==> src/rtl/sfoiir_pkg.sv <==
// ----------------------------------------------------------------------------
// sfoiir_pkg
// Shared widths, payload structs and register codes for the stereo IIR filter.
// ----------------------------------------------------------------------------
`timescale 1ns / 1ps

package sfoiir_pkg;

    localparam int SAMPLE_WIDTH    = 24;
    localparam int COEF_WIDTH      = 32;
    localparam int COEF_FRAC_BITS  = 27;
    localparam int NUM_REGS        = 7;
    localparam int CFG_INDEX_WIDTH = $clog2(NUM_REGS);
    // seven products of COEF_WIDTH x SAMPLE_WIDTH bits or one bit wider, plus headroom
    localparam int ACC_WIDTH       = COEF_WIDTH + SAMPLE_WIDTH + 4;

    typedef logic signed [SAMPLE_WIDTH-1:0] sample_t;
    typedef logic signed [COEF_WIDTH-1:0]   coef_t;

    typedef struct packed {
        sample_t sample_left;
        sample_t sample_right;
    } sample_in_t;

    typedef struct packed {
        sample_t filtered_left;
        sample_t filtered_right;
    } sample_out_t;

    typedef struct packed {
        coef_t ff_tap_zero;
        coef_t ff_tap_one;
        coef_t ff_tap_two;
        coef_t fb_tap_one;
        coef_t fb_tap_two;
        coef_t fb_tap_three;
        coef_t fb_tap_four;
    } coef_set_t;

    typedef enum logic [CFG_INDEX_WIDTH-1:0] {
        REG_FF_TAP_ZERO  = 0,
        REG_FF_TAP_ONE   = 1,
        REG_FF_TAP_TWO   = 2,
        REG_FB_TAP_ONE   = 3,
        REG_FB_TAP_TWO   = 4,
        REG_FB_TAP_THREE = 5,
        REG_FB_TAP_FOUR  = 6
    } cfg_reg_t;

endpackage

==> src/rtl/sfoiir_cfg.sv <==
// ----------------------------------------------------------------------------
// sfoiir_cfg
// Coefficient register bank, written through the configuration port.
// ----------------------------------------------------------------------------
`timescale 1ns / 1ps

module sfoiir_cfg (
    input  logic                                  clk,
    input  logic                                  rst_n,
    input  logic                                  cfg_wr_en,
    input  logic [sfoiir_pkg::CFG_INDEX_WIDTH-1:0] cfg_index,
    input  logic [sfoiir_pkg::COEF_WIDTH-1:0]      cfg_data,
    output sfoiir_pkg::coef_set_t                  coefs
);

    sfoiir_pkg::coef_set_t coef_reg;
    sfoiir_pkg::coef_set_t coef_next;

    always_comb
    begin
        coef_next = coef_reg;
        if (cfg_wr_en)
        begin
            unique case (sfoiir_pkg::cfg_reg_t'(cfg_index))
                sfoiir_pkg::REG_FF_TAP_ZERO:  coef_next.ff_tap_zero  = cfg_data;
                sfoiir_pkg::REG_FF_TAP_ONE:   coef_next.ff_tap_one   = cfg_data;
                sfoiir_pkg::REG_FF_TAP_TWO:   coef_next.ff_tap_two   = cfg_data;
                sfoiir_pkg::REG_FB_TAP_ONE:   coef_next.fb_tap_one   = cfg_data;
                sfoiir_pkg::REG_FB_TAP_TWO:   coef_next.fb_tap_two   = cfg_data;
                sfoiir_pkg::REG_FB_TAP_THREE: coef_next.fb_tap_three = cfg_data;
                sfoiir_pkg::REG_FB_TAP_FOUR:  coef_next.fb_tap_four  = cfg_data;
                default:                      coef_next = coef_reg;
            endcase
        end
    end

    always_ff @(posedge clk or negedge rst_n)
    begin
        if (!rst_n)
        begin
            coef_reg <= '0;
        end
        else
        begin
            coef_reg <= coef_next;
        end
    end

    assign coefs = coef_reg;

endmodule

==> config.mk <==
export PLATFORM = sky130hd
export DESIGN_NAME = sfoiir_cfg
export DESIGN_NICKNAME = d
export VERILOG_FILES = /design/src/rtl/sfoiir_pkg.sv /design/src/rtl/sfoiir_cfg.sv
export SDC_FILE = /design/constraint.sdc
export NUM_CORES = 1
export LEC_CHECK = 0
export BUFFER_PORTS_ARGS = -buffer_cell sky130_fd_sc_hd__buf_4
export CORE_ASPECT_RATIO = 1.5
export CORE_MARGIN = 4
export CORE_UTILIZATION = 55
export CTS_CLUSTER_DIAMETER = 60
export DETAILED_ROUTE_END_ITERATION = 6
export PLACE_DENSITY = 0.86
export RECOVER_POWER = 100
export SETUP_SLACK_MARGIN = 0.3
export SYNTH_ARGS = -nofsm -noshare
export SYNTH_HDL_FRONTEND = slang
export SYNTH_SLANG_ARGS = --single-unit
==> constraint.sdc <==
create_clock -name clk -period 1.5 [get_ports clk]
set_input_delay 0.3 -clock clk [delete_from_list [all_inputs] [get_ports clk]]
set_output_delay 0.3 -clock clk [all_outputs]
set_load 0.02 [all_outputs]
== Yosys cells after proc, flatten, opt, wreduce, memory -nomap -nowiden ==
Cells that the tools add are included.

* Input port bits: 38
* Register bits after elaboration: 224

* Equality and inequality tests: 6
* Reductions and logical operators: 8

{| class="wikitable"
|+ Operators by type and width
! cell !! number
|-
| $reduce_and A2 Y1 || 7
|-
| $eq A3 B3 Y1 const B || 3
|-
| $eq A3 B2 Y1 const B || 2
|-
| $eq A3 B1 Y1 const B || 1
|-
| $logic_not A3 Y1 || 1
|}

== Depth between registers and ports, before layout ==
* Depth after elaboration: 2
* Mapped depth: 5
* Gate-level depth less buffers: 2

== Worst setup path after synthesis ==
OpenSTA, ideal clock, no wires.

* Path type: input to register
* Start: input port cfg_index[0] in the netlist's numbering
* End: register coef_reg (netlist bit coefs[76])
* Required time: 1,375 ps
* Setup slack: 24 ps
* Path buffers: 3
* Stages: 5
* Arrival time: 1,351 ps
* Cells stage by stage: buf_2 > nor4bb_1 > buf_2 > buf_4 > mux2_2

* Word-level cells in the longest chain between the ends: 2

{| class="wikitable"
|+ RTL lines
! element !! line !! RTL
|-
| from (decl) || sfoiir_cfg.sv:11 || <nowiki>input logic [sfoiir_pkg::CFG_INDEX_WIDTH-1:0] cfg_index,</nowiki>
|-
| $eq A3 B3 Y1 || sfoiir_cfg.sv:24 || <nowiki>unique case (sfoiir_pkg::cfg_reg_t'(cfg_index))</nowiki>
|-
| $reduce_and A2 Y1 (no source line) || n/a ||
|-
| to (signal assigned) || sfoiir_cfg.sv:45 || <nowiki>coef_reg <= coef_next;</nowiki>
|-
| to (decl) || sfoiir_cfg.sv:16 || <nowiki>sfoiir_pkg::coef_set_t coef_reg;</nowiki>
|}

No other way between the ends.
A chain may end at the register's enable or synchronous reset.

== Final worst setup path ==
* Start: input port cfg_index[1] in the netlist's numbering
* End: register coef_reg (netlist bit coefs[173])

* Word-level cells in the longest chain between the ends: 2

{| class="wikitable"
|+ RTL lines
! element !! line
|-
| $eq A3 B1 Y1 || sfoiir_cfg.sv:24
|-
| $reduce_and A2 Y1 (no source line) || n/a
|}

No other way between the ends.

==> impl_metrics.ini <==
[routing]
ant_nets = 0
vias = 6445
dr.pass1.iters = 5
vias_per_cell = 5.69
drt_iter0_drc = 355
wl_per_cell_um = 28.9
wirelength_mm = 32.7
drc_errors = 0

[finish]
multi_input_area_um2 = 2670
stdcell_count = 1132
diodes = 0
post_route_cells_drive_above_1_share_pct = 60.2
final_util_pct = 80.3
largest_reg_flops = 224
syn_to_final_growth_pct = 43.8
layout.nets = 958
regArea_um2 = 5610
fillers = 919
stdcell_area_um2 = 12000

[die]
initial_core_util_pct = 55.8
die-height_um = 159
die_x_um = 109
die_area_um2 = 17300
coreArea_um2 = 15000
io-pin-count = 262
num_rows = 55

[place]
place_hpwl_mm = 16.5
placed_area_um2 = 11100
io_buffers = 261
gp_congestion = 0.823
dp.cells = 938

[setup_path]
crit_top_cell = buf_4
crit_buf_inv = 2
crit_type = input port to flip-flop
crit_slowest_cell = nor4bb_1
critPathArrivalTime_ns = 1.82
cp_cell_sequence = buf_4, nor4bb_1, buf_4, mux2_1
crit_family = simple AND/OR/NAND/NOR gates
worstSetupStartpointType = input port
required_ns = 1.88
max_stage_delay_ns = 0.62
end_kind = flip-flop
path_max_fanout = 11

[grt]
grtUsageTotal_pct = 34.8
gr-total-overflow = 0
antenna_found_initial = 1
grt_pass1_wl_mm = 44.8
grt_max_degree = 46
grt_pass1_vias = 6954

[synth]
yosysSeqAreaShare_pct = 66.9
synth-simple-area-share_pct = 0.956
synth_xor_area_share_pct = 0
ys_warn_count = 0
synth_cells = 483
avgSynthCellArea_um2 = 17.3
synth.distinct_cells = 8
synth_top_family_by_area = multiplexers
synth_compound_area_share_pct = 0
syn_nets = 521
synthesis.area_um2 = 8380
muxShareOfSynthArea_pct = 30.1
synth_fa_ha_area_share_pct = 0
ys_ff_latch = 224

[cts]
clk_pin_slew_worst_paths_ns = 0.07
clock_latency_ns = 0.50
cts.sink_count = 224
cts-root-buf = clkbuf_16
htreeDepth = 1
clk_path_buf_depth = 3
cts_tree = built
numCtsBuffers = 20

[sta]
holdWs_ns = 0.0881
period_minus_slack_ns = 1.44
slew_viol_final = 0
fmax_mhz = 695
hold_violations = 0
skew_ns = 0
post-route-period-util_pct = 95.9
setup_viol = 0
rsz0062_at_grt = true
tightest_slew_ns = 0.681
relSlewSlack_pct = 54.0

[min_path]
hold_path_class = input port to flip-flop

[run]
cap_viol_max_count = 0

[power_and_ir_drop]
power_mw = 20.9
vdd_drop_max_mv = 1.29
leakage_nw = 5.93
power-per-cell-area_nw_per_um2 = 1740

[run_status]
status = complete, no violations
[worst reg2reg max path, cell delays in order (launching register included)]
cell and delay, ns:
dfrtp_1 0.41, buf_4 0.15, buf_4 0.13, mux2_1 0.32
[area by class of cell]
cell class              count  area share [%]
flip-flops and latches    224            46.5
repair buffers            443            23.2
multi-input cells         231            22.2
clock buffers              25            4.74
well taps                 199            2.07
clock inverters            10            1.30
[path summary, 6_finish.rpt]
check	startpoint	to	slack [ns]	cells after the start
setup / recovery	cfg_index[1]	coefs[173]	0.06	4
hold / removal	cfg_data[28]	coefs[220]	0.09	2
setup reg to reg	coefs[130]	coefs[130]	0.37	3
hold reg to reg	coefs[217]	coefs[217]	0.50	1
max in group asynchronous	rst_n	coefs[72]	0.18	3
min in group asynchronous	rst_n	coefs[192]	0.45	2
[kinds of logic after synthesis]
group | Yosys count
multiplexers | 224
AND/OR/NAND/NOR | 7
buffers and inverters | 28
flip-flops | 224
[Yosys cell counts]
| master | instances | share of area (%) |
|---|---|---|
| mux2_1 | 39 | 5.2 |
| buf_2 | 16 | 0.96 |
| dfrtp_1 | 224 | 67 |
| mux2_2 | 185 | 25 |
| nor4b_4 | 1 | 0.28 |
| nand4b_1 | 3 | 0.31 |
| nor4bb_1 | 3 | 0.36 |
| buf_4 | 12 | 1.1 |
[repair_timing]
item	in CTS	in global routing
resized for setup	224	0
pin swaps	0	2
buffers inserted	89	69
endpoints found under the hold margin	37	0
hold buffers	1	0
endpoints found under the setup margin	224	230
[metal layers]
layer  wire, um  vias up  GRT usage (%)
met5         18        -              0
met4       2340        2           18.4
met3       2520      159           7.18
met2      17000      411           60.3
met1      10800     3279           39.7
li1           -     2594              -
[metrics by stage]
step / setup slack, ns / TNS (ns)
3_5_place_dp: -0.160 / -12.60
2_1_floorplan: 0.0343 / 0
3_3_place_gp: -0.0927 / -7.31
4_1_cts: 0.125 / 0
5_1_grt: 0.0432 / 0
6_report: 0.0611 / 0
[cell usage in the layout, fill, tap and decap left out, drive strengths merged]
cell	instances
buf	208
dlygate4sd3	1
clkinv	4
bufinv	4
inv	1
nor4bb	3
dfrtp	224
nor4b	1
nand4b	3
mux2	224
clkbuf	259
clkinvlp	1
[where the power goes]
group	switching, mW	internal [mW]	total (mW)	leakage (nW)
logic	3.84	2.96	6.80	2.88
clock network	2.35	3.40	5.75	0.358
registers	0.986	7.38	8.36	2.69
total	7.18	13.7	20.9	5.93
(Power assumes the default switching activity.)
